--- src/hw/rtl/spmsf_pkg.sv ---
// ----------------------------------------------------------------------------
// spmsf_pkg
// types and constants of the segment pooling block
// ----------------------------------------------------------------------------
`default_nettype none

package spmsf_pkg;

  localparam int unsigned MaxWidth  = 256;
  localparam int unsigned ColW      = (MaxWidth > 1) ? $clog2(MaxWidth) : 1;
  localparam int unsigned WidthW    = $clog2(MaxWidth + 1);

  localparam int unsigned ValueW    = 32;
  localparam int unsigned ModeW     = 2;
  localparam int unsigned RowWidthW = 9;
  localparam int unsigned CfgIdxW   = 1;
  localparam int unsigned CfgDataW  = RowWidthW;

  localparam logic [ModeW-1:0] ModeMax   = 2'd0;
  localparam logic [ModeW-1:0] ModeSum   = 2'd1;
  localparam logic [ModeW-1:0] ModeFirst = 2'd2;

  localparam logic [CfgIdxW-1:0] CfgPoolMode = 1'b0;
  localparam logic [CfgIdxW-1:0] CfgRowWidth = 1'b1;

  // one element on its way from the column counter to the fold stage
  typedef struct packed {
    logic [ColW-1:0]          col;
    logic                     first;
    logic                     fin;
    logic                     last;
    logic signed [ValueW-1:0] value;
  } item_t;

endpackage

`default_nettype wire

--- src/hw/rtl/spmsf_in_if.sv ---
// ----------------------------------------------------------------------------
// spmsf_in_if
// input element channel: value and final row flag
// ----------------------------------------------------------------------------
`default_nettype none

interface spmsf_in_if;
  import spmsf_pkg::*;

  logic                     valid;
  logic                     ready;
  logic signed [ValueW-1:0] value;
  logic                     final_row;

  modport source (output valid, output value, output final_row, input ready);
  modport sink   (input valid, input value, input final_row, output ready);
endinterface

`default_nettype wire

--- src/hw/rtl/spmsf_cfg_if.sv ---
// ----------------------------------------------------------------------------
// spmsf_cfg_if
// configuration write channel: register index and write data
// ----------------------------------------------------------------------------
`default_nettype none

interface spmsf_cfg_if;
  import spmsf_pkg::*;

  logic                valid;
  logic                ready;
  logic [CfgIdxW-1:0]  index;
  logic [CfgDataW-1:0] data;

  modport source (output valid, output index, output data, input ready);
  modport sink   (input valid, input index, input data, output ready);
endinterface

`default_nettype wire

--- src/hw/rtl/spmsf_ctrl.sv ---
// ----------------------------------------------------------------------------
// spmsf_ctrl
// configuration registers, column counter and first row tracking
// ----------------------------------------------------------------------------
`default_nettype none

module spmsf_ctrl (
  input  wire logic                   clk_i,
  input  wire logic                   rst_ni,
  spmsf_in_if.sink                    in_i,
  spmsf_cfg_if.sink                   cfg_i,
  input  wire logic                   item_ready_i,
  output logic                        item_valid_o,
  output spmsf_pkg::item_t            item_o,
  output logic [spmsf_pkg::ModeW-1:0] mode_o
);
  import spmsf_pkg::*;

  logic [ModeW-1:0]     mode_q;
  logic [RowWidthW-1:0] row_width_q;
  logic [ColW-1:0]      col_q, col_d;
  logic                 first_q, first_d;
  logic [WidthW-1:0]    eff_w;
  logic [ColW-1:0]      col;
  logic                 last;
  logic                 accept;

  // clamp the row width to 1..MaxWidth
  always_comb begin
    if (row_width_q == '0) begin
      eff_w = WidthW'(1);
    end else if (32'(row_width_q) > 32'(MaxWidth)) begin
      eff_w = WidthW'(MaxWidth);
    end else begin
      eff_w = WidthW'(row_width_q);
    end
  end

  always_comb begin
    col = (WidthW'(col_q) >= eff_w) ? '0 : col_q;
    last = (WidthW'(col) == (eff_w - WidthW'(1)));
  end

  assign accept = in_i.valid && item_ready_i;

  always_comb begin
    col_d   = col_q;
    first_d = first_q;
    if (accept) begin
      if (last) begin
        col_d   = '0;
        first_d = in_i.final_row;
      end else begin
        col_d = ColW'(col + 1'b1);
      end
    end
  end

  always_ff @(posedge clk_i or negedge rst_ni) begin
    if (!rst_ni) begin
      col_q   <= '0;
      first_q <= 1'b1;
    end else begin
      col_q   <= col_d;
      first_q <= first_d;
    end
  end

  always_ff @(posedge clk_i or negedge rst_ni) begin
    if (!rst_ni) begin
      mode_q      <= ModeMax;
      row_width_q <= RowWidthW'(1);
    end else if (cfg_i.valid) begin
      unique case (cfg_i.index)
        CfgPoolMode: mode_q      <= cfg_i.data[ModeW-1:0];
        CfgRowWidth: row_width_q <= cfg_i.data[RowWidthW-1:0];
        default: ;
      endcase
    end
  end

  assign cfg_i.ready  = 1'b1;
  assign in_i.ready   = item_ready_i;
  assign item_valid_o = in_i.valid;
  assign mode_o       = mode_q;

  always_comb begin
    item_o.col   = col;
    item_o.first = first_q;
    item_o.fin   = in_i.final_row;
    item_o.last  = last;
    item_o.value = in_i.value;
  end

endmodule

`default_nettype wire

--- src/flat_wrapper.sv ---
// flat-port wrapper written by rule: the top's interface ports become plain ports
module spmsf_ctrl_flat import spmsf_pkg::*;
  (clk_i, rst_ni, item_ready_i, item_valid_o, item_o, mode_o, in_i_valid, in_i_value, in_i_final_row, in_i_ready, cfg_i_valid, cfg_i_index, cfg_i_data, cfg_i_ready);
  spmsf_in_if in_i_i ();
  spmsf_cfg_if cfg_i_i ();
  input  wire logic clk_i;
  input  wire logic rst_ni;
  input  wire logic item_ready_i;
  output logic item_valid_o;
  output spmsf_pkg::item_t item_o;
  output logic [spmsf_pkg::ModeW-1:0] mode_o;
  input wire logic [$bits(in_i_i.valid)-1:0] in_i_valid;
  input wire logic [$bits(in_i_i.value)-1:0] in_i_value;
  input wire logic [$bits(in_i_i.final_row)-1:0] in_i_final_row;
  output wire logic [$bits(in_i_i.ready)-1:0] in_i_ready;
  input wire logic [$bits(cfg_i_i.valid)-1:0] cfg_i_valid;
  input wire logic [$bits(cfg_i_i.index)-1:0] cfg_i_index;
  input wire logic [$bits(cfg_i_i.data)-1:0] cfg_i_data;
  output wire logic [$bits(cfg_i_i.ready)-1:0] cfg_i_ready;
  assign in_i_i.valid = in_i_valid;
  assign in_i_i.value = in_i_value;
  assign in_i_i.final_row = in_i_final_row;
  assign in_i_ready = in_i_i.ready;
  assign cfg_i_i.valid = cfg_i_valid;
  assign cfg_i_i.index = cfg_i_index;
  assign cfg_i_i.data = cfg_i_data;
  assign cfg_i_ready = cfg_i_i.ready;
  spmsf_ctrl u_core (.clk_i(clk_i), .rst_ni(rst_ni), .in_i(in_i_i), .cfg_i(cfg_i_i), .item_ready_i(item_ready_i), .item_valid_o(item_valid_o), .item_o(item_o), .mode_o(mode_o));
endmodule
--- config.mk ---
export PLATFORM = sky130hd
export DESIGN_NAME = spmsf_ctrl_flat
export DESIGN_NICKNAME = d
export VERILOG_FILES = /design/src/hw/rtl/spmsf_pkg.sv /design/src/hw/rtl/spmsf_in_if.sv /design/src/hw/rtl/spmsf_cfg_if.sv /design/src/hw/rtl/spmsf_ctrl.sv /design/src/flat_wrapper.sv
export SDC_FILE = /design/constraint.sdc
export NUM_CORES = 1
export LEC_CHECK = 0
export ABC_AREA = 1
export ABC_CLOCK_PERIOD_IN_PS = 3700
export CELL_PAD_IN_SITES_DETAIL_PLACEMENT = 1
export CELL_PAD_IN_SITES_GLOBAL_PLACEMENT = 1
export CORE_MARGIN = 3
export CORE_UTILIZATION = 44
export DETAILED_ROUTE_END_ITERATION = 8
export DONT_BUFFER_PORTS = 1
export PLACE_DENSITY_LB_ADDON = 0.1
export SLEW_MARGIN = 15
export SYNTH_ARGS = -nofsm -noshare
export SYNTH_HDL_FRONTEND = slang
export SYNTH_SLANG_ARGS = --single-unit
--- constraint.sdc ---
create_clock -name clk_i -period 3.7 [get_ports clk_i]
set_input_delay 0.185 -clock clk_i [delete_from_list [all_inputs] [get_ports clk_i]]
set_output_delay 0.185 -clock clk_i [all_outputs]
set_load 0.01 [all_outputs]
# After elaboration in Yosys (flattened, before gate mapping)
# Index checks and enable logic that the tools add are counted.
dict set report word_totals {
  reg_bits 20
  inputBits 48
}
dict set report op_classes {
  n_lt_le_gt_ge 2
  bitwise 1
  muxes 4
  eq_ne 1
  add_sub_neg 2
  reduce_logical 5
}
# op n
set ops {}
lappend ops {{two-way mux 9 bit} 2}
lappend ops {{two-way mux 8 bit} 2}
lappend ops {{equality test 8 x 9 -> 1 bit} 1}
lappend ops {{>= comparator 8 x 9 -> 1 bit} 1}
lappend ops {{> comparator 9 bit, second input constant} 1}
lappend ops {{zero test 9 bit} 1}
lappend ops {{subtractor 9 x 1 -> 9 bit, second input constant} 1}
lappend ops {{adder 8 x 1 -> 8 bit, second input constant} 1}
lappend ops {{AND reduction 2 bit} 3}
lappend ops {{logical AND 1 bit} 1}
lappend ops {{NOT 1 bit} 1}

# Logic depth before layout (Yosys ltp)
dict set report depth {
  ltp_word 7
  depth_mapped 24
}

# Worst setup path after synthesis
# No wires, ideal clock.
dict set report synth_timing {
  path_kind {register to register}
  startpoint {register u_core.row_width_q[2]}
  endpoint {register u_core.col_q[6]}
  path_buffers 1
  synth_period_minus_slack_ns 2.900
  path_stages_with_launch 21
  slack_ns 0.800
  t_arrival_ns 2.781
  path_cell_list {dfrtp_1 nor2_1 nand2_1 o21ai_2 nand2_2 ha_1 nand2_1 inv_1 nand2_1 nand3_1 nand2_2 buf_4 nand3_2 inv_1 ha_1 nand2_1 nor2_1 nand3_1 xor2_1 nand3_1 nand2_1}
}
# item line
set synth_lines {}
lappend synth_lines {{start: declaration} spmsf_ctrl.sv:20} ;# logic [RowWidthW-1:0] row_width_q;
lappend synth_lines {{start signal: assignment} spmsf_ctrl.sv:72} ;# row_width_q <= RowWidthW'(1);
lappend synth_lines {{start signal: assignment} spmsf_ctrl.sv:76} ;# CfgRowWidth: row_width_q <= cfg_i.data[RowWidthW-1:0];
lappend synth_lines {{end signal: assignment} spmsf_ctrl.sv:64} ;# col_q <= col_d;
lappend synth_lines {{end: declaration} spmsf_ctrl.sv:21} ;# logic [ColW-1:0] col_q, col_d;

==> results.md <==
* Leak Pwr at 1.03 nW
* Mapped Nets at 353
* H-tree depth at 1
* Port Buffers at 0
* Core Area at 4500 um^2
* Std-Cell Rows at 24
* CP arrival at around 3.1 ns
* Simple-gate share of the synthesized area at 0.393
* Synth Cell Area at about 2100 um^2
* Antenna viol nets, final at 0
* Fraction of layout cells with a size suffix above 1 at 0.163
* IO Pins at 96
* Nets at 317
* DR vias at about 1,700
* Congestion Overflow GR at 0
* Yosys reg bits at 20
* Hold path cells at 2
* Synth unique cells at 33
* HPWL after detailed placement at 3.82 mm
* Worst setup path start: u_core.row_width_q[2]
* CTS max path bufs at 2
* Hold wc startpoint: in_i_final_row
* Post-route setup TNS at 0 ns
* Worst setup SP type: flop
* Adder-Cell Fraction of Synth Area at 0.0590
* Total GRT Usage at 0.184
* Max-capacitance violation count at 0
* Initial core utilization at 0.471
* Wire length per cell at around 15 um
* Number of buffers created by CTS at 3
* Vias per inst at 5.35
* Die area at approximately 5700 um^2
* First-pass GRT wire length at between 7 and 8 mm
* DRC Markers at 0
* Cells after Synth at 295
* Final count of hold timing violations at 0
* Slew @ Worst Pin at approximately 0.98 ns
* Final worst slack at 0.397 ns
* F_max at 303 MHz
* Largest family of logic cells by synthesized area: simple AND/OR/NAND/NOR gates
* Vias in the first global route at 1,663
* Max-slew violation count at 0
* CP max FO at 12
* # setup viols final at 0
* Iter 0 DRT Violations at 38
* Clock transition at path regs at approximately 0.08 ns
* Hold crit path type: input port to flop
* TritonCTS clock tree: yes
* Unrepaired setup endpoints after global routing: no
* Register area share after synthesis at 0.237
* Relative slew slack at 0.345
* Mux contribution to synthesized area at 0.0159
* Root Buffer: clkbuf_8
* DRT Pass-1 Iters at 6
* Clock period minus worst slack at 3.30 ns
* Worst ir drop on vdd at between 150 and 200 uV
* Status: finished clean
* Place WS at around 0.40 ns
* Utilization after layout at 0.433
* Largest net degree at the start of global routing at 21
* Die width at 75.4 um
* Min Hold Slack at 0.0357 ns
* Routability congestion estimate from global placement at about 0.84
* Initial antenna violation count at 0
* Final wirelength at 4.68 mm
* Clk_lat worst skew at 0.27 ns
* Die H at 75.4 um
* Power Density at 484 nW/um^2
* Post-synthesis xor/xnor area fraction at 0.0248
* Area grow syn2layout at -8.09%
* CP Data Required Time at 3.51 ns
* R2R depth at 17
* Post-synthesis area per instance at just over 7 um^2
* FF-to-FF Start: u_core.row_width_q[2]
* Final worst path period share at 0.893
* Clk_skew at 0.00685 ns
* Crit end category: output port
* Crit Path Category: flop to output port
* Clock sinks at 20
* Syn. warnings at 0
* Diode count at 0
* Synth Area in Compound Gates at 0.0555
==> kinds of logic after synthesis <==
family,count (synthesis)
AO/OA/AOI/OAI,19
XOR/XNOR,6
adder cells (fa/ha/maj),10
buffers and inverters,77
flip-flops,20
multiplexers,3
other,1
AND/OR/NAND/NOR,159
==> routing by layer <==
metal	track usage	up-vias	share of wire
met5	0	-	0
met4	0.0583	0	0.012
met3	0.0409	7	0.051
met2	0.314	48	0.48
met1	0.230	774	0.46
li1	-	828	-
==> power breakdown <==
| part | switching (mW) | internal (mW) |
|---|---|---|
| Combinational | 0.299 | 0.159 |
| Sequential | 0.0547 | 0.254 |
| Clock | 0.0802 | 0.0951 |
| Total | 0.434 | 0.508 |
==> state kept, by name (all words and copies together) (netlist names) <==
| signal | cells |
|---|---|
| u_core.row_width_q | 9 |
| u_core.col_q | 8 |
| u_core.first_q | 1 |
| u_core.mode_o | 2 |
==> layout by cell type (no fill, tap or decap), types with 2 or more instances in the layout <==
cell	instances
dfrtp_1	18
nand3b_1	5
o21ai_4	2
o21ai_0	5
ha_1	10
mux2_2	3
clkbuf_8	4
nand4_1	9
nand3_2	3
nand2_2	9
nor2_1	22
nand2_4	3
inv_2	2
clkinv_1	2
inv_1	31
dfstp_2	2
nand3_1	21
nand3_4	3
xor2_1	5
a21oi_1	8
nor2_4	5
nor2_2	3
nand2_1	74
==> what timing repair did <==
action                     4_1_cts  5_1_grt
setup endpoints to repair        0        1
hold endpoints to repair        20        0
gates resized for setup          0        3
hold buffers                     1        0
setup buffers                    0        0
==> through the flow <==
step,std cells,power (mW),instance area (um^2)
4_1_cts,310,0.952,1930
6_report,310,0.943,1950
2_1_floorplan,295,0.716,2120
3_3_place_gp,305,0.757,1870
5_1_grt,310,1.04,1950
3_5_place_dp,305,0.767,1870
==> synth_stat cells, drive strengths merged <==
master,count,area share
nand3b,5,0.018
dfrtp,18,0.21
nor2,31,0.081
nand4,9,0.027
o21bai,1,0.0035
xor2,5,0.021
conb,1,0.0018
nand3,27,0.089
ha,10,0.059
a21oi,8,0.019
o22ai,1,0.0030
nor3,1,0.0077
dfstp,2,0.025
nand2,86,0.17
inv,33,0.058
o21ai,9,0.030
clkbuf,1,0.0018
xnor2,1,0.0041
buf,41,0.15
clkinv,2,0.0035
mux2,3,0.016
==> area by class of cell <==
class                           instances  area [um^2]
Clock buffer                            4         55.1
Sequential cell                        20          503
Timing Repair Buffer                    1         10.0
Multi-Input combinational cell        198         1180
Tap cell                               52         65.1
Fill cell                             583         2560
Inverter                               35          131
==> worst max-delay path, stage by stage (launching register included) <==
cell     delay (ns)
dfrtp_1        0.46
nor2_1         0.11
nand2_1        0.11
o21ai_4        0.28
nand2_1        0.14
ha_1           0.20
a21oi_1        0.29
nor2_4         0.08
nor2_8         0.22
nand2_2        0.13
nor2_2         0.29
nand3_1        0.14
nand2_2        0.12
nor2_4         0.06
nand3_4        0.13
inv_1          0.09
==> path summary, 6_finish.rpt <==
path / end / slack (ns)
setup / recovery: item_o[32] / 0.40
hold / removal: u_core.first_q / 0.04
setup reg to reg: u_core.col_q[6] / 0.60
hold reg to reg: u_core.first_q / 0.50
max in group asynchronous: u_core.mode_o[1] / 2.58
min in group asynchronous: u_core.col_q[3] / 0.51
No activity file was read; power rests on OpenSTA's default activity.
