File: src/hw/rtl/spmsf_pkg.sv
// ----------------------------------------------------------------------------
// spmsf_pkg
// types and constants of the segment pooling block
// ----------------------------------------------------------------------------
`default_nettype none

package spmsf_pkg;

  localparam int unsigned MaxWidth  = 256;
  localparam int unsigned ColW      = (MaxWidth > 1) ? $clog2(MaxWidth) : 1;
  localparam int unsigned WidthW    = $clog2(MaxWidth + 1);

  localparam int unsigned ValueW    = 32;
  localparam int unsigned ModeW     = 2;
  localparam int unsigned RowWidthW = 9;
  localparam int unsigned CfgIdxW   = 1;
  localparam int unsigned CfgDataW  = RowWidthW;

  localparam logic [ModeW-1:0] ModeMax   = 2'd0;
  localparam logic [ModeW-1:0] ModeSum   = 2'd1;
  localparam logic [ModeW-1:0] ModeFirst = 2'd2;

  localparam logic [CfgIdxW-1:0] CfgPoolMode = 1'b0;
  localparam logic [CfgIdxW-1:0] CfgRowWidth = 1'b1;

  // one element on its way from the column counter to the fold stage
  typedef struct packed {
    logic [ColW-1:0]          col;
    logic                     first;
    logic                     fin;
    logic                     last;
    logic signed [ValueW-1:0] value;
  } item_t;

endpackage

`default_nettype wire

File: src/hw/rtl/spmsf_out_if.sv
// ----------------------------------------------------------------------------
// spmsf_out_if
// pooled result channel: pooled value and last column flag
// ----------------------------------------------------------------------------
`default_nettype none

interface spmsf_out_if;
  import spmsf_pkg::*;

  logic                     valid;
  logic                     ready;
  logic signed [ValueW-1:0] pooled_value;
  logic                     row_last;

  modport source (output valid, output pooled_value, output row_last, input ready);
  modport sink   (input valid, input pooled_value, input row_last, output ready);
endinterface

`default_nettype wire

File: src/hw/rtl/spmsf_fold.sv
// ----------------------------------------------------------------------------
// spmsf_fold
// accumulator fold stage with write forwarding and result register
// ----------------------------------------------------------------------------
`default_nettype none

module spmsf_fold (
  input  wire logic                           clk_i,
  input  wire logic                           rst_ni,
  input  wire logic                           item_valid_i,
  input  wire spmsf_pkg::item_t               item_i,
  output logic                                item_ready_o,
  input  wire logic [spmsf_pkg::ModeW-1:0]    mode_i,
  input  wire logic [spmsf_pkg::ValueW-1:0]   rdata_i,
  output logic                                we_o,
  output logic [spmsf_pkg::ColW-1:0]          waddr_o,
  output logic [spmsf_pkg::ValueW-1:0]        wdata_o,
  spmsf_out_if.source                         out_o
);
  import spmsf_pkg::*;

  item_t                    s1_q;
  logic                     s1_valid_q;
  logic                     s1_go;
  logic                     wr_valid_q;
  logic [ColW-1:0]          wr_addr_q;
  logic signed [ValueW-1:0] wr_data_q;
  logic signed [ValueW-1:0] acc_old;
  logic signed [ValueW-1:0] acc_new;
  logic signed [ValueW:0]   sum;
  logic                     out_valid_q;
  logic signed [ValueW-1:0] out_value_q;
  logic                     out_last_q;

  // stage holds only when it has a result and the output register is blocked
  assign s1_go        = !s1_q.fin || !out_valid_q || out_o.ready;
  assign item_ready_o = !s1_valid_q || s1_go;

  // last write to the ram is never older than the ram data
  assign acc_old = (wr_valid_q && (wr_addr_q == s1_q.col)) ? wr_data_q : $signed(rdata_i);

  always_comb begin
    sum = {acc_old[ValueW-1], acc_old} + {s1_q.value[ValueW-1], s1_q.value};
    if (s1_q.first) begin
      acc_new = s1_q.value;
    end else begin
      case (mode_i)
        ModeMax: acc_new = (s1_q.value > acc_old) ? s1_q.value : acc_old;
        ModeSum: begin
          if (sum[ValueW] != sum[ValueW-1]) begin
            acc_new = sum[ValueW] ? {1'b1, {(ValueW-1){1'b0}}} : {1'b0, {(ValueW-1){1'b1}}};
          end else begin
            acc_new = sum[ValueW-1:0];
          end
        end
        default: acc_new = acc_old;
      endcase
    end
  end

  assign we_o    = s1_valid_q && s1_go;
  assign waddr_o = s1_q.col;
  assign wdata_o = acc_new;

  always_ff @(posedge clk_i or negedge rst_ni) begin
    if (!rst_ni) begin
      s1_valid_q  <= 1'b0;
      wr_valid_q  <= 1'b0;
      out_valid_q <= 1'b0;
    end else begin
      if (item_ready_o) begin
        s1_valid_q <= item_valid_i;
      end
      if (we_o) begin
        wr_valid_q <= 1'b1;
      end
      if (we_o && s1_q.fin) begin
        out_valid_q <= 1'b1;
      end else if (out_o.ready) begin
        out_valid_q <= 1'b0;
      end
    end
  end

  always_ff @(posedge clk_i) begin
    if (item_ready_o && item_valid_i) begin
      s1_q <= item_i;
    end
    if (we_o) begin
      wr_addr_q <= s1_q.col;
      wr_data_q <= acc_new;
    end
    if (we_o && s1_q.fin) begin
      out_value_q <= acc_new;
      out_last_q  <= s1_q.last;
    end
  end

  assign out_o.valid        = out_valid_q;
  assign out_o.pooled_value = out_value_q;
  assign out_o.row_last     = out_last_q;

endmodule

`default_nettype wire

File: src/flat_wrapper.sv
// flat-port wrapper written by rule: the top's interface ports become plain ports
module spmsf_fold_flat import spmsf_pkg::*;
  (clk_i, rst_ni, item_valid_i, item_i, item_ready_o, mode_i, rdata_i, we_o, waddr_o, wdata_o, out_o_valid, out_o_pooled_value, out_o_row_last, out_o_ready);
  spmsf_out_if out_o_i ();
  input  wire logic clk_i;
  input  wire logic rst_ni;
  input  wire logic item_valid_i;
  input  wire spmsf_pkg::item_t item_i;
  output logic item_ready_o;
  input  wire logic [spmsf_pkg::ModeW-1:0] mode_i;
  input  wire logic [spmsf_pkg::ValueW-1:0] rdata_i;
  output logic we_o;
  output logic [spmsf_pkg::ColW-1:0] waddr_o;
  output logic [spmsf_pkg::ValueW-1:0] wdata_o;
  output wire logic [$bits(out_o_i.valid)-1:0] out_o_valid;
  output wire logic [$bits(out_o_i.pooled_value)-1:0] out_o_pooled_value;
  output wire logic [$bits(out_o_i.row_last)-1:0] out_o_row_last;
  input wire logic [$bits(out_o_i.ready)-1:0] out_o_ready;
  assign out_o_valid = out_o_i.valid;
  assign out_o_pooled_value = out_o_i.pooled_value;
  assign out_o_row_last = out_o_i.row_last;
  assign out_o_i.ready = out_o_ready;
  spmsf_fold u_core (.clk_i(clk_i), .rst_ni(rst_ni), .item_valid_i(item_valid_i), .item_i(item_i), .item_ready_o(item_ready_o), .mode_i(mode_i), .rdata_i(rdata_i), .we_o(we_o), .waddr_o(waddr_o), .wdata_o(wdata_o), .out_o(out_o_i));
endmodule
File: config.mk
export PLATFORM = sky130hd
export DESIGN_NAME = spmsf_fold_flat
export DESIGN_NICKNAME = d
export VERILOG_FILES = /design/src/hw/rtl/spmsf_pkg.sv /design/src/hw/rtl/spmsf_out_if.sv /design/src/hw/rtl/spmsf_fold.sv /design/src/flat_wrapper.sv
export SDC_FILE = /design/constraint.sdc
export NUM_CORES = 1
export LEC_CHECK = 0
export BUFFER_PORTS_ARGS = -buffer_cell sky130_fd_sc_hd__buf_2
export CORE_UTILIZATION = 51
export DETAILED_ROUTE_END_ITERATION = 10
export MAX_ROUTING_LAYER = met4
export PLACE_DENSITY = 0.78
export SYNTH_ARGS = -nofsm -noshare
export SYNTH_HDL_FRONTEND = slang
export SYNTH_SLANG_ARGS = --single-unit
File: constraint.sdc
create_clock -name clk_i -period 6.1 [get_ports clk_i]
set_input_delay 1.22 -clock clk_i [delete_from_list [all_inputs] [get_ports clk_i]]
set_output_delay 1.22 -clock clk_i [all_outputs]
set_load 0.02 [all_outputs]
**Word-level counts from Yosys, hierarchy flattened**

Index checks and enable logic that the tools add are counted.

- Bits in registers: 119
- Output and inout bits: 76
- Word-level logic and storage cells: 37
- Bits of input ports: 81

- Reductions and logical operators: 12
- Add/subtract/negate cells: 1
- $lt $le $gt $ge: 1
- Multiplexer cells: 8
- Eq/ne operators: 3

Operators with widths:

| cell | number |
|---|---|
| $mux W32 | 5 |
| $pmux W32 S2 | 1 |
| $add A32 B32 Y33 | 1 |
| $gt A32 B32 Y1 | 1 |
| $eq A8 B8 Y1 | 1 |
| $logic_and A1 B1 Y1 | 4 |
| $logic_not A1 Y1 | 3 |
| $logic_or A1 B1 Y1 | 3 |
| $eq A2 B1 Y1 const B | 1 |
| $logic_not A2 Y1 | 1 |
| $mux W1 | 2 |
| $reduce_bool A2 Y1 | 1 |
| $ne A1 B1 Y1 | 1 |

**Depth between registers and ports, before layout**

Gate-level depths: netlist (run 1).

- Depth after elaboration: 8
- Mapped depth: 21

**Worst setup path before layout (run 1)**

No wires, ideal clock.

- Path type: register to output
- Start: register u_core.s1_q (netlist bit u_core.waddr_o[5])
- End: output wdata_o[10] (netlist name)
- Cell stages (with the launch flop): 19
- Data arrival time: 5214 ps
- Path slack: -334 ps
- Data required time: 4880 ps
- Buffers on the path: 4
- Cell sequence: edfxtp_1 xnor2_1 nand4_1 nor4b_1 buf_2 buf_1 buf_1 mux2_2 inv_1 ha_1 nor4_1 nand2_1 or4_4 nand4b_2 nand2_4 o41ai_4 buf_4 a21oi_1 a2bb2oi_1

- Longest elaborated chain between the ends: 8
- Elaborated cells between the ends (all ways): 11
- Those cells by class: 1 x add/sub; 1 x order compare; 2 x eq/ne; 6 x mux; 1 x reduce/logical

Ends and longest elaborated chain:

| item | line | RTL |
|---|---|---|
| start, declared | spmsf_fold.sv:22 | `item_t s1_q;` |
| start signal, assigned | spmsf_fold.sv:87 | `s1_q <= item_i;` |
| $eq A8 B8 Y1 (*) | spmsf_fold.sv:40 | `assign acc_old = (wr_valid_q && (wr_addr_q == s1_q.col)) ? wr_data_q : $signed(rdata_i);` |
| $logic_and A1 B1 Y1 (*) | spmsf_fold.sv:40 |  |
| $mux W32 (*) | spmsf_fold.sv:40 |  |
| $add A32 B32 Y33 | spmsf_fold.sv:43 | `sum = {acc_old[ValueW-1], acc_old} + {s1_q.value[ValueW-1], s1_q.value};` |
| $mux W32 or $ne A1 B1 Y1 (tied branches) | spmsf_fold.sv:51, spmsf_fold.sv:50 |  |
| $mux W32 | spmsf_fold.sv:50 | `if (sum[ValueW] != sum[ValueW-1]) begin` |
| $pmux W32 S2 (*) | spmsf_fold.sv:47 | `case (mode_i)` |
| $mux W32 (*) | spmsf_fold.sv:44 | `if (s1_q.first) begin` |
| end, declared | flat_wrapper.sv:14 | `output logic [spmsf_pkg::ValueW-1:0] wdata_o;` |

Mark *: on every way between the ends. The rest lies on a longest branch, timed or not.

**Final worst setup path (run 1)**

- Start: register u_core.s1_q (netlist bit u_core.waddr_o[0])
- End: output wdata_o[0] (netlist name)

The elaborated chain is that of the path after synthesis.

==> results of run 1 <==
-- cells in the mapped netlist, types with 8 or more instances --
cell,count
mux2_2,21
nor3_1,11
inv_1,55
a32oi_1,9
o21bai_1,9
a211oi_1,9
edfxtp_1,116
xnor2_1,29
a2bb2oi_1,10
ha_1,66
nand2_1,24
o211ai_1,11
a21o_1,10
o21ai_0,43
nor2_1,58
clkbuf_1,23
buf_4,9
a31oi_1,8
a21oi_1,60
mux2i_1,12
nand2b_1,9
nor2b_1,10
-- stage by stage --
stage / area (um^2) / worst slack (ns) / total power [W]
after detailed placement: 9610 / -0.517 / 0.00177
after global routing: 12300 / -0.952 / 0.00318
after CTS: 11600 / -0.283 / 0.00290
after floorplan: 8080 / 0.0606 / 0.00148
after global placement: 9610 / -0.506 / 0.00176
final: 12300 / -0.745 / 0.00310
-- area by class of cell --
cell class              instances  area [um^2]  share of cell area, %
clock buffers                  19          433                   3.51
clock inverters                13          125                   1.01
inverters                      57          219                   1.77
multi-input cells             543         5160                   41.8
flip-flops and latches        119         3560                   28.8
well taps                     211          264                   2.14
repair buffers                338         2580                   20.9
-- routing by layer --
layer / up-vias / global-route usage (%)
met1: 3955 / 41.8
met3: 167 / 7.91
met4: 0 / 17.1
met5: - / -
li1: 3491 / -
met2: 560 / 63.0
-- logic make-up after synthesis --
family	count (synthesis)	share of synthesized area, %
AOI/OAI and AO/OA	242	20.7
xor gates and xnor gates	34	3.72
adders and majority gates	67	10.6
buffers and inverters	97	5.05
DFF	119	44.4
muxes	33	4.45
and+or+nand+nor	167	11.1
-- sequential cells by signal, summed over array words and instances (netlist names) --
| register | cells |
|---|---|
| u_core.wr_data_q | 32 |
| u_core.waddr_o | 8 |
| u_core.out_o.valid | 1 |
| u_core.out_o.pooled_value | 32 |
| u_core.s1_valid_q | 1 |
| u_core.wr_valid_q | 1 |
| u_core.s1_q | 35 |
| u_core.wr_addr_q | 8 |
| u_core.out_o.row_last | 1 |
-- power breakdown --
group / switching (W) / total, W / internal, W
combinational: 0.000598 / 0.00110 / 0.000500
sequential: 0.0000402 / 0.00103 / 0.000986
clock: 0.000408 / 0.000971 / 0.000563
total: 0.00105 / 0.00310 / 0.00205
-- how the worst min path moves through the flow --
stage                                          from                              end  cells past startpoint
final                     u_core.s1_q[32]$_DFFE_PP_  u_core.out_o.row_last$_DFFE_PP_                      0
after global routing      u_core.s1_q[32]$_DFFE_PP_  u_core.out_o.row_last$_DFFE_PP_                      0
after CTS                 u_core.s1_q[32]$_DFFE_PP_  u_core.out_o.row_last$_DFFE_PP_                      0
after detailed placement  u_core.s1_q[32]$_DFFE_PP_  u_core.out_o.row_last$_DFFE_PP_                      0
after global placement    u_core.s1_q[32]$_DFFE_PP_  u_core.out_o.row_last$_DFFE_PP_                      0
after floorplan           u_core.s1_q[32]$_DFFE_PP_  u_core.out_o.row_last$_DFFE_PP_                      0
-- timing repair --
action / CTS / global route
gates cloned: 2 / 0
hold endpoints to repair: 0 / 0
setup buffers: 61 / 40
endpoints found under the setup margin: 32 / 32
pin swaps: 53 / 52
resized for setup: 200 / 96
==> run_results.csv, run 1 <==
group,metric,value,unit
run_status,status,"finished, violations left",
run_status,violations,"setup timing",
cts,cts-root-buf,"clkbuf_16",
placement,globalplace.congestion,0.957,
drt,vias,8173,
cts,cts.sinks,119,
grt,grt_pass1_wl,43.1,mm
sta,final-max-slew-violation-count,0,
sta,fmax,0.146,GHz
floorplan,dieWidth,127,um
worst_hold_path,min_path_type,"flop to flop",
layout,nets,1224,
drt,route.met2.wl,15.0,mm
logic_synthesis,synth-seq-area-share,44.4,%
logic_synthesis,ys_ff_latch,119,
power,p_leak,5.01,nW
power,powerDensity,251,nW/um^2
logic_synthesis,syn-cell-area,8010,um^2
floorplan,die_y,127,um
setup_path,critPathMostFrequentCell,"buf_4",
sta,hold_viol,0,
logic_synthesis,ys.flop_type,"edfxtp_1",
grt,grt.total_usage,37.0,%
layout,syn2layout_area_growth,54.1,%
logic_synthesis,synth_area_leader_cell,"edfxtp_1",
logic_synthesis,synth.top_cell.area_share,43.5,%
cts,clkTransAtPathRegs,0.06,ns
setup_path,crit_type,"flop to output pin",
sta,skew,0.0122,ns
setup_path,setup.worst_path.end_class,"output pin",
setup_path,crit_arrival,5.63,ns
drt,drtIter0Drc,837,
drt,dr.max_layer_used,"met4",
setup_path,cp_max_fo,14,
sta,whs,0.419,ns
sta,fin_setup_tns,-19.27,ns
drt,routed_wl,30.8,mm
placement,place_inst,1170,
setup_path,cp.required,4.88,ns
sta,rsz0062_at_grt,"true",
setup_path,cp_slowest_cell,"nor4b_4",
logic_synthesis,synthTopCellsByArea,"edfxtp_1 (43%), ha_1 (10%), a21oi_1 (3.7%)",
setup_path,path_cells,"xnor2_1 -> nand4_1 -> nor4b_4 -> buf_4 -> buf_12 -> mux2i_4 -> ha_1 -> nor4_2 -> buf_4 -> nand2_1 -> buf_4 -> nor4_1 -> nor2_1 -> nand4b_4 -> nand2_8 -> o41ai_4 -> buf_4 -> nor2b_4 -> a21o_1 -> a32oi_2 -> buf_4",
setup_path,endpoint,"wdata_o[0]",
sta,worst_slack,-0.745,ns
logic_synthesis,yosysUniqueCellTypes,78,
sta,min_period_over_period,112,%
cts,hold_buffers,0,
logic_synthesis,syn-num-nets,907,
logic_synthesis,yosysWarnings,0,
drt,firstDrtPassIters,8,
layout,final_common_cell,"buf_4",
setup_path,r2r_slack,0.77,ns
setup_path,critPathLaunchType,"flop",
drt,met1_length,11.4,mm
sta,tightest_slew,1.18,ns
logic_synthesis,postSynthCellCount,759,
grt,grt_antenna_before_repair,0,
flow_run,cap_violations,0,
sta,finalSetupViolations,32,
setup_path,crit_start,"u_core.waddr_o[0]$_DFFE_PP_",
setup_path,cp_slowest_stage_delay,0.42,ns
logic_synthesis,async_reset_ff_share,2.52,%
layout,drive_gt1_share,50.7,%
drt,drc,0,
layout,final_cell_mix,"buf_4 (150), buf_2 (125), edfxtp_1 (116), nor2_1 (50), inv_1 (49)",
setup_path,worst-path-stages,21,
cts,tritoncts,"yes",
floorplan,die_area,16200,um^2
setup_path,ff2ff_path_depth,23,
setup_path,worst-path-buf-inv,6,
setup_path,critPathTopFamily,"simple AND/OR/NAND/NOR gates",
grt,grt_max_degree,44,
grt,grt_overflow,0,
power,ir_drop,0.236,mV
drt,drtAntennaViolNets,0,
cts,cts_buffer_depth,2,
layout,antenna_cells,0,
setup_path,r2r_end,"u_core.wr_data_q[11]$_DFFE_PP_",
placement,port_buffers,156,
floorplan,initial_core_util,52.5,%
cts,insertion_delay,0.44,ns
layout,post-route-util,80.9,%
layout,fillers,842,
cts,ctsHtreeMaxLevel,4,
layout,instances_no_fill,1300,
logic_synthesis,synth_edf_count,116,
setup_path,r2r-start,"u_core.waddr_o[0]$_DFFE_PP_",
floorplan,num_rows,45,
logic_synthesis,syn_avg_cell_area,10.6,um^2
drt,wl_per_cell,23.7,um
sta,fin_crit,6.85,ns
grt,first_global_vias,7924,
floorplan,io_pins,157,
drt,via_per_inst,6.29,
drt,met3_length,2.67,mm
placement,place_hpwl,17.7,mm
floorplan,core,15300,um^2
cts,numCtsBuffers,17,
sta,relSlewSlack,21.3,%
Power figures use the tool's default switching activity.
==> inputs of run 2 (changes only) <==
--- a/config.mk
+++ b/config.mk
@@ -6,10 +6,10 @@
 export NUM_CORES = 1
 export LEC_CHECK = 0
 export BUFFER_PORTS_ARGS = -buffer_cell sky130_fd_sc_hd__buf_2
-export CORE_UTILIZATION = 51
+export CORE_UTILIZATION = 56
 export DETAILED_ROUTE_END_ITERATION = 10
 export MAX_ROUTING_LAYER = met4
-export PLACE_DENSITY = 0.78
+export PLACE_DENSITY = 0.81
 export SYNTH_ARGS = -nofsm -noshare
 export SYNTH_HDL_FRONTEND = slang
 export SYNTH_SLANG_ARGS = --single-unit
==> constraint.sdc (replaced) <==
create_clock -name clk_i -period 7.25 [get_ports clk_i]
set_input_delay 1.45 -clock clk_i [delete_from_list [all_inputs] [get_ports clk_i]]
set_output_delay 1.45 -clock clk_i [all_outputs]
set_load 0.02 [all_outputs]
==> run_results.csv, run 2 (same netlist as run 1, synthesis figures left out) <==
group,metric,value,unit
cts,clkTransAtPathRegs,0.06,ns
layout,final_common_cell,"buf_2",
grt,grt_max_degree,44,
setup_path,crit_arrival,5.66,ns
sta,final-max-slew-violation-count,0,
power,sw_frac_of_total,31.8,%
grt,grt_antenna_before_repair,0,
grt,first_global_vias,6711,
sta,rsz0062_at_grt,"true",
sta,fin_setup_tns,0,ns
sta,relSlewSlack,24.6,%
floorplan,die_area,14800,um^2
power,p_leak,4.07,nW
power,cell_internal_pwr,0.00156,W
setup_path,endpoint,"wdata_o[20]",
layout,final_cell_mix,"buf_2 (154), edfxtp_1 (116), ha_1 (66), a21oi_1 (58), nor2_1 (57)",
layout,nets,1082,
drt,via_per_inst,6.28,
drt,vias,7075,
setup_path,critPathMostFrequentCell,"buf_4",
drt,routed_wl,24.0,mm
worst_hold_path,min_path_type,"flop to flop",
flow_run,cap_violations,0,
floorplan,io_pins,157,
power,p_clk_share,36.3,%
sta,fin_crit,7.11,ns
placement,port_buffers,156,
placement,globalplace.congestion,0.996,
cts,cts_buffer_depth,2,
setup_path,cp_slowest_stage_delay,0.55,ns
sta,fmax,0.141,GHz
layout,syn2layout_area_growth,23.9,%
drt,drtAntennaViolNets,0,
sta,tightest_slew,1.13,ns
setup_path,cp_max_fo,9,
setup_path,crit_type,"flop to output pin",
cts,numCtsBuffers,17,
layout,largest_reg_flops,35,
cts,hold_buffers,0,
sta,skew,0.0128,ns
sta,hold_viol,0,
sta,finalSetupViolations,0,
setup_path,path_cells,"xnor2_1 -> nand4_1 -> nor4b_4 -> buf_4 -> buf_8 -> mux2_2 -> inv_1 -> ha_1 -> or4b_4 -> nor2_2 -> nand2_1 -> or4_4 -> nand4b_2 -> nand2_4 -> o41ai_4 -> buf_4 -> a311oi_1 -> a21oi_1 -> a2bb2oi_2 -> buf_4",
sta,min_period_over_period,98.1,%
power,pwr-share-seq,37.3,%
floorplan,die_y,122,um
floorplan,num_rows,43,
setup_path,cp.required,5.80,ns
power,power_switching,0.000728,W
sta,worst_slack,0.139,ns
setup_path,r2r_end,"u_core.wr_data_q[20]$_DFFE_PP_",
cts,cts-root-buf,"clkbuf_16",
layout,antenna_cells,0,
setup_path,cp_slowest_cell,"or4b_4",
cts,tritoncts,"yes",
cts,insertion_delay,0.44,ns
setup_path,ff2ff_path_depth,20,
placement,dpl_cell_area,8970,um^2
floorplan,dieWidth,122,um
grt,grt_pass1_wl,35.3,mm
layout,largest-register,"u_core.s1_q",
drt,wl_per_cell,21.3,um
power,powerDensity,231,nW/um^2
layout,fin_area,9930,um^2
grt,grt_overflow,0,
floorplan,initial_core_util,57.5,%
layout,drive_gt1_share,31.5,%
setup_path,r2r_slack,1.82,ns
drt,drc,0,
drt,drtIter0Drc,581,
placement,place_worst_setup_slack,0.372,ns
placement,place_hpwl,16.0,mm
power,combPwrFrac,26.3,%
floorplan,core,13900,um^2
setup_path,setup.worst_path.end_class,"output pin",
drt,firstDrtPassIters,7,
run_status,status,"complete, no violations",
cts,cts.sinks,119,
setup_path,r2r-start,"u_core.waddr_o[0]$_DFFE_PP_",
grt,grt.total_usage,33.0,%
setup_path,critPathLaunchType,"flop",
power,ir_drop,0.216,mV
setup_path,crit_start,"u_core.waddr_o[0]$_DFFE_PP_",
cts,ctsHtreeMaxLevel,4,
## run 2: cell types whose count changed in the layout (fill, tap and decap cells not counted), sizes merged
cell      previous run  this run
buf                337       195
clkinv               6        10
clkinvlp             5         3
inv                 58        56
bufinv               1         2
clkbuf              20        19
## run 2: final cells by class
type,count,area [um^2]
repair buffers,196,1120
flip-flops and latches,119,3560
inverters,57,214
clock buffers,18,429
well taps,180,225
clock inverters,14,154
multi-input cells,543,4220
fillers,1009,4010
## run 2: power groups by stage
| stage | clock, W | combinational, W | sequential, W |
|---|---|---|---|
| 2_1_floorplan | 0 | 0.000361 | 0.000879 |
| 3_3_place_gp | 0 | 0.000543 | 0.000865 |
| 3_5_place_dp | 0 | 0.000548 | 0.000867 |
| 4_1_cts | 0.000838 | 0.000559 | 0.000854 |
| 5_1_grt | 0.000863 | 0.000645 | 0.000861 |
| 6_report | 0.000832 | 0.000604 | 0.000855 |
## run 2: timing repair
action / 4_1_cts / 5_1_grt
setup buffers: 2 / 19
resized for setup: 5 / 36
pin swaps: 1 / 12
gates cloned: 0 / 2
endpoints found under the setup margin: 12 / 31
## run 2: how the worst min path moves through the flow
stage	start	to	slack, ns	cells past startpoint
finish	u_core.s1_q[32]$_DFFE_PP_	u_core.out_o.row_last$_DFFE_PP_	0.42	0
global route	u_core.s1_q[32]$_DFFE_PP_	u_core.out_o.row_last$_DFFE_PP_	0.43	0
CTS	u_core.s1_q[32]$_DFFE_PP_	u_core.out_o.row_last$_DFFE_PP_	0.43	0
detailed placement	u_core.s1_q[32]$_DFFE_PP_	u_core.out_o.row_last$_DFFE_PP_	0.41	0
global placement	u_core.s1_q[32]$_DFFE_PP_	u_core.out_o.row_last$_DFFE_PP_	0.41	0
floorplan	u_core.s1_q[32]$_DFFE_PP_	u_core.out_o.row_last$_DFFE_PP_	0.40	0
## run 2: through the flow
| stage | cells | utilization [%] | total power (W) | hold WS, ns |
|---|---|---|---|---|
| 2_1_floorplan | 759 | - | 0.00124 | 0.400 |
| 3_3_place_gp | 1072 | 64.4 | 0.00141 | 0.408 |
| 3_5_place_dp | 1072 | 64.4 | 0.00141 | 0.412 |
| 4_1_cts | 1106 | 68.9 | 0.00225 | 0.426 |
| 5_1_grt | 1127 | 71.2 | 0.00237 | 0.428 |
| 6_report | 1127 | 71.2 | 0.00229 | 0.424 |
## run 2: metal layers
metal / share of wire (%) / vias to the layer above / global-route usage [%]
met5: 0 / - / -
met4: 3.9 / 0 / 15.5
met3: 7.7 / 85 / 6.93
met2: 48 / 393 / 52.5
met1: 40 / 3376 / 40.2
li1: - / 3221 / -
## run 2: critical path: cells and delay by family (launching register included)
family          cells  cell delay (ns)
xor+xnor            1             0.19
flops               1             0.43
mux                 1             0.39
simple gates        8             2.17
compound gates      4             0.99
buf+inv             5             0.80
fa+ha+maj           1             0.27
